--- src/hdl/velocity_command_shaper_unit_defines.svh ---
// ----------------------------------------------------------------------------
// Velocity command shaper assertion macros
// Concurrent assertion helpers; empty when SYNTHESIS is defined.
// ----------------------------------------------------------------------------
`ifndef VELOCITY_COMMAND_SHAPER_UNIT_DEFINES_SVH
`define VELOCITY_COMMAND_SHAPER_UNIT_DEFINES_SVH

`ifndef SYNTHESIS
`define VCS_ASSERT(lbl, clk, rst_n, prop) \
  lbl: assert property (@(posedge clk) disable iff (!rst_n) prop) \
    else $error("velocity command shaper assertion failed");
`define VCS_ASSERT_NEXT(lbl, clk, rst_n, ante, cons) \
  `VCS_ASSERT(lbl, clk, rst_n, (ante) |=> (cons))
`else
`define VCS_ASSERT(lbl, clk, rst_n, prop)
`define VCS_ASSERT_NEXT(lbl, clk, rst_n, ante, cons)
`endif

`endif

--- src/hdl/vcs_pkg.sv ---
// ----------------------------------------------------------------------------
// Velocity command shaper package
// Widths, register indexes, stage payload type and shared arithmetic.
// ----------------------------------------------------------------------------
package vcs_pkg;

  localparam int VEL_W     = 16;
  localparam int FRAC_PRE  = 8;
  localparam int XY_W      = 27;
  localparam int XY_PAD    = XY_W - VEL_W - FRAC_PRE;
  localparam int Z_W       = 27;
  localparam int RND_SH    = 12;
  localparam int ERR_W     = Z_W - RND_SH;
  localparam int GAIN_W    = 16;
  localparam int PROD_W    = 32;
  localparam int TERM_W    = PROD_W - RND_SH;
  localparam int SUM_W     = TERM_W + 1;
  localparam int LIM_W     = 15;
  localparam int TOA_W     = 13;
  localparam int DB_W      = 10;
  localparam int MODE_W    = 2;
  localparam int CFG_W     = 60;
  localparam int CFG_IDX_W = 3;
  localparam int MAX_STEPS = 24;

  typedef logic [CFG_IDX_W-1:0] cfg_idx_t;

  localparam cfg_idx_t REG_MODE     = 3'd0;
  localparam cfg_idx_t REG_MAX_FWD  = 3'd1;
  localparam cfg_idx_t REG_MAX_LAT  = 3'd2;
  localparam cfg_idx_t REG_MAX_TURN = 3'd3;
  localparam cfg_idx_t REG_FWD_CAP  = 3'd4;
  localparam cfg_idx_t REG_GAIN     = 3'd5;
  localparam cfg_idx_t REG_TOA      = 3'd6;
  localparam cfg_idx_t REG_DEADBAND = 3'd7;

  localparam int MODE_DB_BIT  = 0;
  localparam int MODE_FWD_BIT = 1;

  typedef struct packed {
    logic signed [VEL_W-1:0] vx;
    logic signed [VEL_W-1:0] vy;
    logic signed [VEL_W-1:0] yaw;
    logic                    hd;
    logic signed [XY_W-1:0]  x;
    logic signed [XY_W-1:0]  y;
    logic signed [Z_W-1:0]   z;
  } cordic_t;

  // atan(2^-i) in Q.24 radians
  function automatic logic signed [Z_W-1:0] atan_q24(input int unsigned i);
    case (i)
      0:       return 27'sd13176795;
      1:       return 27'sd7778716;
      2:       return 27'sd4110060;
      3:       return 27'sd2086331;
      4:       return 27'sd1047214;
      5:       return 27'sd524117;
      6:       return 27'sd262123;
      7:       return 27'sd131069;
      8:       return 27'sd65536;
      9:       return 27'sd32768;
      10:      return 27'sd16384;
      11:      return 27'sd8192;
      12:      return 27'sd4096;
      13:      return 27'sd2048;
      14:      return 27'sd1024;
      15:      return 27'sd512;
      16:      return 27'sd256;
      17:      return 27'sd128;
      18:      return 27'sd64;
      19:      return 27'sd32;
      20:      return 27'sd16;
      21:      return 27'sd8;
      22:      return 27'sd4;
      23:      return 27'sd2;
      default: return '0;
    endcase
  endfunction

  // zero limit means no clamp
  function automatic logic signed [VEL_W-1:0] clamp_axis(
    input logic signed [VEL_W-1:0] v,
    input logic [LIM_W-1:0]        lim
  );
    logic signed [VEL_W:0] ve;
    logic signed [VEL_W:0] le;
    ve = {v[VEL_W-1], v};
    le = $signed({2'b00, lim});
    if (lim == '0) begin
      return v;
    end else if (ve > le) begin
      return {1'b0, lim};
    end else if (ve < -le) begin
      return VEL_W'(0) - {1'b0, lim};
    end else begin
      return v;
    end
  endfunction

  function automatic logic signed [VEL_W-1:0] deadband(
    input logic signed [VEL_W-1:0] v,
    input logic [DB_W-1:0]         zero_th,
    input logic [DB_W-1:0]         min_eff
  );
    logic signed [VEL_W:0] ve;
    logic [VEL_W:0]        mag;
    ve  = {v[VEL_W-1], v};
    mag = v[VEL_W-1] ? unsigned'(-ve) : unsigned'(ve);
    if (mag < {{(VEL_W+1-DB_W){1'b0}}, zero_th}) begin
      return '0;
    end else if (mag >= {{(VEL_W+1-DB_W){1'b0}}, min_eff}) begin
      return v;
    end else if (v[VEL_W-1]) begin
      return VEL_W'(0) - {{(VEL_W-DB_W){1'b0}}, min_eff};
    end else begin
      return {{(VEL_W-DB_W){1'b0}}, min_eff};
    end
  endfunction

endpackage

--- src/hdl/vcs_cordic_stage.sv ---
// ----------------------------------------------------------------------------
// Velocity command shaper CORDIC stage
// One vectoring CORDIC rotation with its own valid/ready pipeline register.
// ----------------------------------------------------------------------------
module vcs_cordic_stage #(
  parameter int unsigned STEP = 0
) (
  input  logic             clk_i,
  input  logic             rst_ni,
  input  logic             valid_i,
  output logic             ready_o,
  input  vcs_pkg::cordic_t data_i,
  output logic             valid_o,
  input  logic             ready_i,
  output vcs_pkg::cordic_t data_o
);

  logic                                valid_q;
  vcs_pkg::cordic_t                    data_d;
  vcs_pkg::cordic_t                    data_q;
  logic signed [vcs_pkg::XY_W-1:0]     dx;
  logic signed [vcs_pkg::XY_W-1:0]     dy;

  assign ready_o = !valid_q || ready_i;
  assign valid_o = valid_q;
  assign data_o  = data_q;

  always_comb begin
    dx     = data_i.y >>> STEP;
    dy     = data_i.x >>> STEP;
    data_d = data_i;
    if (!data_i.y[vcs_pkg::XY_W-1]) begin
      data_d.x = data_i.x + dx;
      data_d.y = data_i.y - dy;
      data_d.z = data_i.z + vcs_pkg::atan_q24(STEP);
    end else begin
      data_d.x = data_i.x - dx;
      data_d.y = data_i.y + dy;
      data_d.z = data_i.z - vcs_pkg::atan_q24(STEP);
    end
  end

  always_ff @(posedge clk_i or negedge rst_ni) begin
    if (!rst_ni) begin
      valid_q <= 1'b0;
    end else if (ready_o) begin
      valid_q <= valid_i;
    end
  end

  always_ff @(posedge clk_i) begin
    if (ready_o) begin
      data_q <= data_d;
    end
  end

endmodule

--- config.mk ---
export PLATFORM = sky130hd
export DESIGN_NAME = vcs_cordic_stage
export DESIGN_NICKNAME = d
export VERILOG_FILES = /design/src/hdl/velocity_command_shaper_unit_defines.svh /design/src/hdl/vcs_pkg.sv /design/src/hdl/vcs_cordic_stage.sv
export SDC_FILE = /design/constraint.sdc
export NUM_CORES = 1
export LEC_CHECK = 0
export ABC_AREA = 1
export BUFFER_PORTS_ARGS = -buffer_cell sky130_fd_sc_hd__buf_2
export CAP_MARGIN = 40
export CORE_ASPECT_RATIO = 1.75
export CORE_MARGIN = 2
export CORE_UTILIZATION = 40
export CTS_BUF_LIST = sky130_fd_sc_hd__clkbuf_4
export DETAILED_ROUTE_END_ITERATION = 16
export GPL_TIMING_DRIVEN = 0
export SYNTH_ARGS = -nofsm -noshare
export SYNTH_HDL_FRONTEND = slang
export SYNTH_SLANG_ARGS = --single-unit
export TNS_END_PERCENT = 1
--- constraint.sdc ---
create_clock -name clk_i -period 7.39 [get_ports clk_i]
set_clock_uncertainty 0.1 [all_clocks]
set_input_delay 0.739 -clock clk_i [delete_from_list [all_inputs] [get_ports clk_i]]
set_output_delay 0.739 -clock clk_i [all_outputs]
set_load 0.02 [all_outputs]
# After elaboration in Yosys (flattened, before gate mapping)

Cells that the tools add are included.

Register bits after elaboration: 131
Logic and storage cells: 16

Multiplexer cells: 1
$add $sub $neg: 5
Reductions and logical operators: 2

Operators with widths:

| kind                                                | number |
|---|---|
| 2-to-1 mux 81 bit                                   | 1 |
| subtractor 27 bit                                   | 2 |
| adder 27 x 25 -> 27 bit, second input constant      | 1 |
| adder 27 bit                                        | 1 |
| subtractor 27 x 25 -> 27 bit, second input constant | 1 |
| zero test 1 bit                                     | 1 |
| logical OR 1 bit                                    | 1 |

# Longest topological paths before layout

Depth in word-level cells: 2
Mapped depth: 15
Gate-level depth less buffers: 14

# Least setup slack after synthesis

OpenSTA, ideal clock, no wires.

Kind: input port to output port
From: input ready_i
To: output ready_o
Setup slack: 2.924 ns
Data arrival time: 3.627 ns
Stages on the path: 2
Required time: 6.551 ns
Path buffers: 0
Cell sequence: inv_1 > nand2_1

Word-level cells in the longest chain between the ends: 1

RTL lines:

| element          | line                   | source |
|---|---|---|
| from (decl)      | vcs_cordic_stage.sv:14 | `input logic ready_i,` |
| logical OR 1 bit | vcs_cordic_stage.sv:24 | `assign ready_o = !valid_q \|\| ready_i;` |
| to (decl)        | vcs_cordic_stage.sv:11 | `output logic ready_o,` |

Every way passes these cells.

==> results.yml <==
layout:
  instances_no_fill: 2328
  areaGrowthSynthToFinish_pct: 18.5
  final_core_utilization_pct: 48.2
  finalNetCount: 2186
  drive_above_1_share_pct: 18.7
  final_area_sq_um: 13800
synthesis:
  syn-instance-count: 1649
  avgSynthCellArea_sq_um: 7.09
  synth_mux_area_share_pct: 0
  synth_fa_ha_area_share_pct: 12.7
  ys_types: 37
  yosys_most_used_dff: "edfxtp_1"
  synth_edf_count: 129
  yosys.area.top_type_share_pct: 33.2
  synthesis.nets: 1899
  yosysSeqAreaShare_pct: 33.4
  synth_top_family_by_area: "simple AND/OR/NAND/NOR gates"
  synth_compound_area_share_pct: 9.71
  async_flop_share_pct: 0.769
  synth_top_cell_by_area: "edfxtp_1"
  yosys.area_share.simple_pct: 30.2
  syn_area_sq_um: 11700
  synthXorXnorAreaFrac_pct: 2.77
  synth_seq_cells: 130
  yosysWarnings: 0
  synthTopCellsByArea: "edfxtp_1, nand2_1, ha_1"
clocking:
  cts_buffers: 17
  cts_setup_buffers: 0
  clk_latency_ps: 580
  htreeDepth: 4
  clk_path_buf_depth: 2
  clock_sinks: 130
  cts_tree: "yes"
  path_clk_slew_ps: 160
  cts_root_buf: "clkbuf_4"
grt:
  grt_pass1_vias: 11849
  grt_pass1_wl_mm: 61.1
  grt_max_degree: 65
  overflow: 0
  grt.total_usage_pct: 26.4
  antenna_found_initial: 1
route:
  route.vias.total: 11917
  avgViaCountPerCell: 5.12
  drc: 0
  wl_mm: 40.7
  drtAntennaViolNets: 0
  drt_iter0_markers: 681
  wl_per_cell_microns: 17.5
  drt_first_pass_iters: 5
sta:
  min_period_ps: 3670
  tightest_slew_ps: 877
  finalSetupViolations: 0
  max_slew_margin_pct: 41.5
  fmax_mhz: 273
  fin_tns_setup_ps: 0
  timing.final.crit_share_pct: 49.6
  rsz0062_at_grt: "no"
  hold_slack_ps: 188
  hold_viol: 0
  maxSlewViolCount: 0
floorplan:
  start_util_pct: 40.7
  die_h_microns: 230
  dieArea_sq_um: 30600
  coreArea_sq_um: 28700
  num_rows: 82
  top_level_ports: 266
  dieWidth_microns: 133
setup_path:
  path_class: "input pin to flop"
  arrival_ps: 3910
  cp-start-kind: "input pin"
  cp-end-kind: "flop"
  reg2reg_slack_ps: 5850
  critPathMaxFanout: 23
  crit_required_ps: 7630
placement:
  dp_hpwl_mm: 34.4
  placed_cells: 2294
  globalplace.congestion: 0.979
  dpl-instance-area_sq_um: 13500
  port_buffers: 265
power:
  peakVddDrop_mv: 0.0997
  p_leak_nw: 7.35
  powerDensity_nw_per_um2: 175
hold_path:
  min_path_type: "input pin to flop"
outcome:
  status: "completed"
job:
  maxCapViolations: 0
[area by class of cell]
cell class	count	area (sq um)
timing repair buffer	268	1390
multi-input combinational	1203	6480
clock inverter	15	156
fill	3055	14900
buffer	36	262
tap	378	473
clock buffer	17	128
antenna	1	2.50
sequential	130	3900
inverter	280	1050
[placed cells by master, fill, tap and decap left out, types with 3 or more instances in the layout]
master,count
a21oi_1,97
a21oi_2,8
a31oi_1,3
buf_1,4
buf_2,273
buf_4,9
buf_6,11
clkbuf_1,4
clkbuf_4,17
clkinv_2,3
clkinv_4,4
edfxtp_1,129
fa_1,4
ha_1,112
inv_1,275
inv_2,5
inv_6,4
nand2_1,514
nand2_2,6
nand3_1,139
nand3b_1,5
nand4_1,33
nor2_1,118
nor2_2,12
nor3_1,8
o21ai_0,65
o21ai_1,6
o21bai_1,16
o22ai_1,5
xnor2_1,6
xor2_1,31
[what timing repair did]
action / 4_1_cts / 5_1_grt
hold buffers: 1 / 0
resized for setup: 0 / 0
setup endpoints to repair: 0 / 0
endpoints found under the hold margin: 1 / 0
[routing by layer]
layer	share of wire, %	vias up	track usage [%]
met2	53	475	50.9
met5	0	-	0
li1	-	5887	-
met1	33	5389	23.4
met3	4.5	166	3.33
met4	9.4	0	23.5
[cell usage after synthesis (all sizes together) (9+ instances only)]
cell / number
a21oi: 105
inv: 280
o21ai: 72
o21bai: 16
nor3: 9
nor2: 132
buf: 32
xor2: 31
edfxtp: 129
ha: 112
nand3: 141
nand2: 521
nand4: 33
[cell families after synthesis]
| kind of cell | after synthesis |
|---|---|
| AOI/OAI and AO/OA | 207 |
| xor gates and xnor gates | 37 |
| adders and majority gates | 116 |
| buffers and inverters | 316 |
| DFF | 130 |
| and+or+nand+nor | 843 |
[power breakdown]
part	switching [mW]	internal (mW)	total (mW)
logic	0.669	0.302	0.970
registers	0.0202	0.930	0.950
clock network	0.300	0.203	0.503
total	0.988	1.43	2.42
[flip-flops by register name, indices dropped and copies added, names as in the netlist]
signal   flops
valid_o      1
data_o     129
[per-stage QoR]
step                power, mW  setup slack, ps
finish                   2.42             3720
global route             2.57             3720
detailed placement       1.93             3250
global placement         1.93             1170
CTS                      2.44             3910
floorplan                1.59             2920
[final timing paths]
check	from	endpoint	cells after the start
setup / recovery	data_i[53]	data_o[15]$_DFFE_PP_	12
hold / removal	data_i[83]	data_o[83]$_DFFE_PP_	1
setup reg to reg	valid_o$_DFFE_PN0P_	data_o[33]$_DFFE_PP_	2
hold reg to reg	valid_o$_DFFE_PN0P_	valid_o$_DFFE_PN0P_	2
max in group asynchronous	rst_ni	valid_o$_DFFE_PN0P_	2
min in group asynchronous	rst_ni	valid_o$_DFFE_PN0P_	2
[worst max-delay path, cell delays in order]
cell and delay, ps:
buf_2 220, buf_2 250, inv_2 210, buf_2 590
ha_1 420, a21oi_1 260, o21ai_0 270, a21oi_1 530
inv_1 120, nand2_1 90, nand2_1 60, xor2_1 140
Note: power is estimated with default switching activity, not from simulation.
